==> config.mk <==
export PLATFORM = sky130hd
export DESIGN_NAME = bounded_sequence_store
export DESIGN_NICKNAME = d
export VERILOG_FILES = /design/src/rtl/core/bss_pkg.sv /design/src/rtl/core/bounded_sequence_store.sv /design/src/rtl/core/bss_cell.sv
export SDC_FILE = /design/constraint.sdc
export NUM_CORES = 2
export LEC_CHECK = 0
export BUFFER_PORTS_ARGS = -buffer_cell sky130_fd_sc_hd__buf_2
export CAP_MARGIN = 20
export CORE_AREA = 2 2 293 295
export DETAILED_ROUTE_END_ITERATION = 8
export DIE_AREA = 0 0 295 297
export PLACE_DENSITY = 0.65
export SYNTH_ARGS = -nofsm -noshare
export SYNTH_HDL_FRONTEND = slang
export SYNTH_HIERARCHICAL = 1
export SYNTH_SLANG_ARGS = --single-unit
==> constraint.sdc <==
create_clock -name clk -period 12 [get_ports clk]
set_input_delay 0 -clock clk [delete_from_list [all_inputs] [get_ports clk]]
set_output_delay 0 -clock clk [all_outputs]
set_load 0.01 [all_outputs]
==> src/rtl/core/bss_pkg.sv <==
package bss_pkg;

  localparam int CAPACITY_DEF   = 16;
  localparam int WORD_WIDTH_DEF = 32;

  // Request and result field widths
  localparam int ACT_W   = 3;
  localparam int POS_W   = 8;
  localparam int VALUE_W = 32;
  localparam int STAT_W  = 2;
  localparam int COUNT_W = 5;
  // Position compare width: one bit above the position field so that a
  // length of CAPACITY (up to 256) compares cleanly.
  localparam int CMP_W   = POS_W + 1;

  typedef enum logic [ACT_W-1:0] {
    ACT_APPEND  = 3'd0,
    ACT_PREPEND = 3'd1,
    ACT_INSERT  = 3'd2,
    ACT_REMOVE  = 3'd3,
    ACT_REPLACE = 3'd4,
    ACT_READ    = 3'd5
  } bss_act_t;

  typedef enum logic [STAT_W-1:0] {
    ST_OK        = 2'd0,
    ST_RANGE     = 2'd1,
    ST_NOT_FOUND = 2'd2,
    ST_FULL      = 2'd3
  } bss_status_t;

  // Per-request control broadcast to every cell
  typedef struct packed {
    logic             ins_en;
    logic [CMP_W-1:0] ins_pos;
    logic             rem_en;
    logic             wr_en;
    logic             rd_en;
    logic [POS_W-1:0] pos;
  } bss_ctl_t;

endpackage

==> src/rtl/core/bounded_sequence_store.sv <==
// The result is registered from its request when that request is accepted.
// Throughput: one request per cycle; all cells shift, match and write in
// the same cycle, so the next request needs nothing from a later edge.
// A waiting result holds off new requests (req_stall) until it is taken.
// Reset (rst, synchronous, active high) clears the length and the result
// valid; cell contents are not cleared and only words below the length are read.
module bounded_sequence_store
  import bss_pkg::*;
#(
  parameter int CAPACITY   = CAPACITY_DEF,
  parameter int WORD_WIDTH = WORD_WIDTH_DEF
) (
  input  logic               clk,
  input  logic               rst,
  // request channel
  input  logic               req_valid,
  output logic               req_stall,
  input  logic [ACT_W-1:0]   action,
  input  logic [POS_W-1:0]   position,
  input  logic [VALUE_W-1:0] value,
  // result channel
  output logic               rsp_valid,
  input  logic               rsp_stall,
  output logic [VALUE_W-1:0] read_value,
  output logic [STAT_W-1:0]  status,
  output logic [COUNT_W-1:0] count,
  output logic               is_empty
);

  localparam int CW = $clog2(CAPACITY + 1);

  // Stored length
  logic [CW-1:0]         fill;
  logic [CW-1:0]         fill_next;

  logic                  req_acc;
  bss_act_t              act;
  logic [WORD_WIDTH-1:0] word_in;
  logic [CMP_W-1:0]      fill_ext;
  logic [CMP_W-1:0]      pos_ext;
  logic [CMP_W-1:0]      ins_pos;
  logic                  is_full;
  logic                  ins_ok;
  logic                  rem_ok;
  logic                  wr_ok;
  logic                  rd_ok;
  logic                  found;
  bss_status_t           stat_next;
  bss_ctl_t              ctl;

  // Cell chain wiring: words, first-match token and read bus
  logic [WORD_WIDTH-1:0] cell_word  [CAPACITY];
  logic                  found_link [CAPACITY+1];
  logic [WORD_WIDTH-1:0] rd_link    [CAPACITY+1];

  // A held result blocks new requests until taken
  assign req_stall = rsp_valid & rsp_stall;
  assign req_acc   = req_valid & ~req_stall;

  assign act      = bss_act_t'(action);
  assign word_in  = WORD_WIDTH'(value);
  assign fill_ext = CMP_W'(fill);
  assign pos_ext  = {1'b0, position};
  assign is_full  = (fill == CW'(CAPACITY));
  assign found    = found_link[CAPACITY];

  // Decode: status and which operation commits
  always_comb begin
    ins_pos   = pos_ext;
    ins_ok    = 1'b0;
    rem_ok    = 1'b0;
    wr_ok     = 1'b0;
    rd_ok     = 1'b0;
    stat_next = ST_OK;
    unique case (act)
      ACT_APPEND, ACT_PREPEND, ACT_INSERT: begin
        if (act == ACT_APPEND) begin
          ins_pos = fill_ext;
        end else if (act == ACT_PREPEND) begin
          ins_pos = '0;
        end
        // range is checked before fullness
        if (ins_pos > fill_ext) begin
          stat_next = ST_RANGE;
        end else if (is_full) begin
          stat_next = ST_FULL;
        end else begin
          ins_ok = 1'b1;
        end
      end
      ACT_REMOVE: begin
        if (found) begin
          rem_ok = 1'b1;
        end else begin
          stat_next = ST_NOT_FOUND;
        end
      end
      ACT_REPLACE: begin
        if (pos_ext < fill_ext) begin
          wr_ok = 1'b1;
        end else begin
          stat_next = ST_RANGE;
        end
      end
      ACT_READ: begin
        if (pos_ext < fill_ext) begin
          rd_ok = 1'b1;
        end else begin
          stat_next = ST_RANGE;
        end
      end
      default: begin
        // unused codes: no effect, status ok
        stat_next = ST_OK;
      end
    endcase
  end

  always_comb begin
    if (ins_ok) begin
      fill_next = fill + CW'(1);
    end else if (rem_ok) begin
      fill_next = fill - CW'(1);
    end else begin
      fill_next = fill;
    end
  end

  // Broadcast control; cell writes only on an accepted request. The length
  // goes to the cells on its own wire since the match chain feeds rem_en.
  always_comb begin
    ctl.ins_en  = req_acc & ins_ok;
    ctl.ins_pos = ins_pos;
    ctl.rem_en  = req_acc & rem_ok;
    ctl.wr_en   = req_acc & wr_ok;
    ctl.rd_en   = rd_ok;
    ctl.pos     = position;
  end

  assign found_link[0] = 1'b0;
  assign rd_link[0]    = '0;

  for (genvar i = 0; i < CAPACITY; i++) begin : g_cell
    logic [WORD_WIDTH-1:0] left_w;
    logic [WORD_WIDTH-1:0] right_w;

    // Head takes no left neighbor (that input never gets selected); the tail
    // takes its own word in place of a right one.
    if (i == 0) begin : g_head
      assign left_w = word_in;
    end else begin : g_left
      assign left_w = cell_word[i-1];
    end
    if (i == CAPACITY - 1) begin : g_tail
      assign right_w = cell_word[i];
    end else begin : g_right
      assign right_w = cell_word[i+1];
    end

    bss_cell #(
      .WORD_WIDTH (WORD_WIDTH),
      .IDX        (i)
    ) u_cell (
      .clk       (clk),
      .ctl       (ctl),
      .fill      (fill_ext),
      .word_in   (word_in),
      .left      (left_w),
      .right     (right_w),
      .found_in  (found_link[i]),
      .found_out (found_link[i+1]),
      .rd_in     (rd_link[i]),
      .rd_out    (rd_link[i+1]),
      .word      (cell_word[i])
    );
  end

  // Length and result register
  always_ff @(posedge clk) begin
    if (rst) begin
      fill      <= '0;
      rsp_valid <= 1'b0;
    end else begin
      if (req_acc) begin
        fill      <= fill_next;
        rsp_valid <= 1'b1;
      end else if (!rsp_stall) begin
        rsp_valid <= 1'b0;
      end
    end
  end

  always_ff @(posedge clk) begin
    if (req_acc) begin
      read_value <= VALUE_W'(rd_link[CAPACITY]);
      status     <= stat_next;
      count      <= COUNT_W'(fill_next);
      is_empty   <= (fill_next == '0);
    end
  end

endmodule

==> src/rtl/core/bss_cell.sv <==
module bss_cell
  import bss_pkg::*;
#(
  parameter int WORD_WIDTH = WORD_WIDTH_DEF,
  parameter int IDX        = 0
) (
  input  logic                  clk,
  input  bss_ctl_t              ctl,
  input  logic [CMP_W-1:0]      fill,
  input  logic [WORD_WIDTH-1:0] word_in,
  input  logic [WORD_WIDTH-1:0] left,
  input  logic [WORD_WIDTH-1:0] right,
  input  logic                  found_in,
  output logic                  found_out,
  input  logic [WORD_WIDTH-1:0] rd_in,
  output logic [WORD_WIDTH-1:0] rd_out,
  output logic [WORD_WIDTH-1:0] word
);

  localparam logic [CMP_W-1:0] MY_IDX = CMP_W'(IDX);

  logic [WORD_WIDTH-1:0] word_next;
  logic                  sel;
  logic                  live;
  logic                  match;

  assign sel       = ({1'b0, ctl.pos} == MY_IDX);
  assign live      = (MY_IDX < fill);
  assign match     = live && (word == word_in);
  assign found_out = found_in | match;
  assign rd_out    = rd_in | ((ctl.rd_en && sel) ? word : '0);

  // Insert shifts toward the tail, remove pulls toward the head from the
  // first match onward, and replace writes the addressed cell.
  always_comb begin
    priority if (ctl.ins_en && (MY_IDX > ctl.ins_pos)) begin
      word_next = left;
    end else if (ctl.ins_en && (MY_IDX == ctl.ins_pos)) begin
      word_next = word_in;
    end else if (ctl.rem_en && found_out) begin
      word_next = right;
    end else if (ctl.wr_en && sel) begin
      word_next = word_in;
    end else begin
      word_next = word;
    end
  end

  always_ff @(posedge clk) begin
    word <= word_next;
  end

endmodule

# Yosys cells after proc, flatten, opt, wreduce, memory -nomap -nowiden
# Cells that the tools add are included.
[op_classes]
n_eq_ne = 54
n_reduce_logical = 119
n_lt_le_gt_ge = 34
n_mux = 101
bitwise = 36
n_addsub = 2
[op_table]
columns = ["operator", "count"]
rows = [
  ["2-to-1 mux 32 bit", 80],
  ["equality test 32 bit", 16],
  ["OR 32 bit", 15],
  ["logical AND 1 bit", 96],
  ["equality test 4 x 9 -> 1 bit (first input constant)", 8],
  ["greater-than comparator 4 x 9 -> 1 bit (first input constant)", 8],
  ["equality test 8 x 4 -> 1 bit (second input constant)", 8],
  ["nonzero test 4 bit", 15],
  ["< comparator 4 x 5 -> 1 bit (first input constant)", 8],
  ["equality test 3 x 9 -> 1 bit (first input constant)", 4],
  ["greater-than comparator 3 x 9 -> 1 bit (first input constant)", 4],
  ["equality test 8 x 3 -> 1 bit (second input constant)", 4],
  ["< comparator 3 x 5 -> 1 bit (first input constant)", 4],
  ["equality test 2 x 9 -> 1 bit (first input constant)", 2],
  ["greater-than comparator 1 x 9 -> 1 bit (first input constant)", 2],
  ["greater-than comparator 2 x 9 -> 1 bit (first input constant)", 2],
  ["2-to-1 mux 9 bit", 2],
  ["equality test 8 x 2 -> 1 bit (second input constant)", 2],
  ["2-to-1 mux 8 bit", 2],
  ["OR 1 bit", 15],
  ["2-to-1 mux 1 bit", 11],
  ["< comparator 1 x 5 -> 1 bit (first input constant)", 2],
  ["< comparator 2 x 5 -> 1 bit (first input constant)", 2],
  ["2-to-1 mux 5 bit", 2],
  ["other kinds (24)", 32],
]
[word_totals]
input_bits = 47
wordCells = 368
register_bits = 558

# Longest topological paths before layout
[depth]
depth_word = 24
mapped_depth = 53
ltp_nobuf = 39

# Hierarchy
# The synthesis kept the hierarchy.
[by_module_without_submodules]
columns = ["mod", "cells_each", "seq_area_each_um2", "area_each_um2", "n_inst"]
rows = [
  ["bss_cell at g_cell[2].u_cell", 278, 960.9, 2662.6, 1],
  ["bss_cell at g_cell[9].u_cell", 278, 960.9, 2660.1, 1],
  ["bss_cell at g_cell[3].u_cell", 276, 960.9, 2603.7, 1],
  ["bss_cell at g_cell[11].u_cell", 278, 960.9, 2586.2, 1],
  ["bss_cell at g_cell[12].u_cell", 277, 960.9, 2516.2, 1],
  ["bss_cell at g_cell[6].u_cell", 277, 960.9, 2507.4, 1],
  ["bss_cell at g_cell[8].u_cell", 277, 960.9, 2503.7, 1],
  ["bss_cell at g_cell[10].u_cell", 278, 960.9, 2468.6, 1],
  ["bss_cell at g_cell[13].u_cell", 281, 960.9, 2464.9, 1],
  ["bss_cell at g_cell[14].u_cell", 277, 960.9, 2452.4, 1],
  ["bss_cell at g_cell[4].u_cell", 279, 960.9, 2444.8, 1],
  ["bss_cell at g_cell[5].u_cell", 276, 960.9, 2432.3, 1],
  ["bss_cell at g_cell[15].u_cell", 202, 960.9, 2408.6, 1],
  ["bss_cell at g_cell[1].u_cell", 211, 960.9, 2352.3, 1],
  ["+3 rows", "n/a", "n/a", "n/a", "n/a"],
]

# Least setup slack after synthesis
# OpenSTA, ideal clock, no wires.
[synth_path]
kind = "flip-flop to flip-flop"
startpoint = "reg fill[1]"
endpoint = "reg g_cell[10].u_cell.word[0] (enable)"
setup_ns = 0.629
arrival_time_ns = 10.089
path_stages_with_launch = 51
slack_ns = 1.282
path_buffers = 13
period_less_slack_ns = 10.718
path_cell_list = "dfxtp_1 nor4_1 nand3_1 nand3_1 nor4_2 or2_2 a31o_2 a41o_1 buf_4 buf_2 a31oi_2 clkinv_4 buf_12 a41oi_1 inv_2 buf_2 a31oi_1 inv_2 (+15 left out) a31oi_1 clkinv_1 buf_4 a31oi_4 inv_2 buf_2 a31oi_4 inv_2 buf_6 a31oi_4 inv_4 buf_4 a31o_2 nor3b_2 nand2_1 inv_1 nand2_1 nand4_1"
[synth_lines]
columns = ["item", "line", "text"]
rows = [
  ["start, declared", "bounded_sequence_store.sv:33", "logic [CW-1:0] fill;"],
  ["start signal, assigned", "bounded_sequence_store.sv:185", "fill <= fill_next;"],
  ["end signal, assigned", "bss_cell.sv:50", "word <= word_next;"],
  ["end, declared", "bss_cell.sv:17", "output logic [WORD_WIDTH-1:0] word"],
]

==> out/metrics.yaml <==
global_route:
  grt_pass1_vias: 37048
  track_usage_pct: 39.5
  overflow: 0
  grt_pass1_wl_um: 257000
  antenna_found_initial: 5
  grt_max_degree: 66
critical_path:
  slowest_stage: "o211a_2"
  critical_path_arrival_ps: 11900
  critPathTopFamily: "compound AO/OA/AOI/OAI gates"
  cp.required_ps: 12490
  crit_type: "flip-flop to flip-flop"
  crit_path_end_kind: "flip-flop"
  slowest_delay_ps: 850
  crit_buf_inv: 14
  critPathMaxFanout: 35
  r2r_slack_ps: 590
  startpoint_type: "flip-flop"
  cpMostUsedCell: "inv_2"
synthesis:
  synth_seq_area_share_pct: 39.9
  synth_area_leaders: "edfxtp_1 40%, a21o_1 10%, xnor2_1 8.4%"
  ys_types: 93
  synth_seq_cells: 558
  async_flop_share_pct: 0
  synth-edff-count: 552
  avgSynthCellArea_um2: 9.77
  yosys.area.top_type: "edfxtp_1"
  synth_area_um2: 41800
  yosysMostFrequentCell: "a21o_1"
  synth_top_area_share_pct: 39.6
  synth_warnings: 6
  synthTopCellsByCount: "574 x a21o_1, 552 x edfxtp_1, 401 x nor2_1, 401 x xnor2_1, 357 x a31oi_1"
  ys.flop_type: "edfxtp_1"
  synthCells: 4280
placement:
  port_buffers: 88
  dp_hpwl_um: 124000
  gp_congestion: 0.953
clocking:
  cts_buffer_depth: 3
  cts_buffers: 68
  cts-root-buf: "clkbuf_16"
  htreeDepth: 3
  cts.clk_slew.worst_paths_ps: 60
  cts_tree: "done"
  clock_latency_ps: 650
  numClockSinks: 558
die:
  core_region_area_um2: 84500
  boundaryPins: 89
  fp.dieH_um: 297
  rows: 107
  die_w_um: 295
  initial_core_util_pct: 49.5
  die-area_um2: 87600
drt:
  routed_wl_um: 179000
  drtIter0Drc: 6150
  vias: 39256
  routedWlPerCell_um: 32.1
  dr.pass1.iters: 8
  drc: 0
  via_per_inst: 7.03
  ant_nets: 0
run:
  maxCapViolations: 0
sta:
  fin_setup_tns_ps: 0
  slew_headroom_pct: 22.4
  finClkSkew_ps: 40.4
  min_period_over_period_pct: 95.1
  max_slew.worst_pin.slew_ps: 1160
  rsz0062_at_grt: "false"
  slew_violations: 0
  hold_viol: 0
  setup_viol: 0
  max_freq_ghz: 0.0876
  period_needed_ps: 11410
layout:
  antenna_cells: 0
  drive_gt1_share_pct: 14.6
  n_fill_cell: 7731
  layout.nets: 4445
  syn_to_final_growth_pct: 9.94
min_path:
  hp-class: "input port to flip-flop"
power_and_ir_drop:
  p_leak_nw: 17.2
  total_power_mw: 5.07
  ir_drop_mv: 0.0954
  powerDensity_nw_per_um2: 110
run_status:
  status: "complete, no violations"
==> cell families after synthesis <==
group,after synthesis,synth area share (%)
simple gates,1219,16.4
compound gates,1570,26.1
xor+xnor,518,10.9
other cells,1,0.00897
buf+inv,369,5.17
flops,558,39.9
mux,34,1.19
fa+ha+maj,11,0.329
==> cell usage in the layout (no fill, tap or decap), types with 32 or more instances in the layout <==
cell	synthesis	layout
edfxtp_1	552	552
nand4_1	148	148
a21boi_0	32	32
a221o_1	37	37
xor2_1	117	117
o21ai_1	169	168
a21o_1	574	574
clkbuf_16	0	72
a22o_1	50	50
xnor2_1	401	401
o21ai_0	195	194
buf_2	74	88
nand2_1	123	118
a21oi_1	44	44
buf_4	16	146
nor2_1	401	399
conb_1	1	116
nand3_2	116	118
a31oi_1	357	355
nand3_1	225	223
nor4_1	51	50
==> path summary, 6_finish.rpt <==
path,start,depth (start not counted),end
worst min-delay path,value[14],3,g_cell[1].u_cell/word[14]$_DFFE_PP_
worst max-delay path,g_cell[0].u_cell/word[17]$_DFFE_PP_,40,g_cell[1].u_cell/word[8]$_DFFE_PP_
worst max register to register,g_cell[0].u_cell/word[17]$_DFFE_PP_,40,g_cell[1].u_cell/word[8]$_DFFE_PP_
worst min register to register,g_cell[0].u_cell/word[9]$_DFFE_PP_,1,g_cell[1].u_cell/word[9]$_DFFE_PP_
==> per-layer routing <==
metal  global-route usage (%)  routed length, um  part of all wire [%]  vias up
met4                     26.8              15200                   8.5        4
met2                     59.6              77800                    43     3100
li1                         -                  -                     -    16425
met3                     9.68              22000                    12      736
met1                     50.1              64100                    36    18991
met5                        0                 29                 0.016        -
==> repair_timing <==
item	CTS	global route
gates resized for setup	0	3
endpoints found under the setup margin	64	531
hold buffers	15	0
gates cloned	1	4
pin swaps	0	2
buffers inserted	0	0
hold endpoints to repair	28	0
==> area by class of cell <==
class / count / area, um^2 / share of cell area (%)
Inverter: 29 / 119 / 0.259
Clock buffer: 89 / 1850 / 4.03
Multi-Input combinational cell: 3473 / 23600 / 51.3
Sequential cell: 558 / 16700 / 36.3
Tap cell: 1144 / 1430 / 3.11
Clock inverter: 34 / 388 / 0.844
Timing Repair Buffer: 257 / 1880 / 4.10
==> state kept, by name (all words and copies together), names as in the netlist <==
signal	flops
rsp_valid	1
fill	5
g_cell.u_cell/word	512
status	2
count	5
is_empty	1
read_value	32
==> worst min-delay path, stage by stage <==
cell	delay, ps
buf_2	100
buf_4	270
a221o_1	190
==> stage by stage <==
stage | cells | utilization [%] | hold WS, ps | cell area [um^2] | setup slack [ps]
CTS | 5576 | 54.2 | 6.57 | 45800 | 297
global route | 5584 | 54.4 | 17.1 | 46000 | 15.2
floorplan | 4395 | - | 121 | 42200 | 1280
detailed placement | 5437 | 51.4 | 230 | 43400 | 24.3
global placement | 5433 | 51.3 | 239 | 43300 | 244
finish | 5584 | 54.4 | 32.2 | 46000 | 590
==> power by group <==
| group | internal (mW) | total (mW) | switching [mW] |
|---|---|---|---|
| logic | 0.243 | 0.694 | 0.451 |
| clock network | 1.26 | 2.17 | 0.908 |
| registers | 2.18 | 2.20 | 0.0278 |
Power figures use the tool's default switching activity.
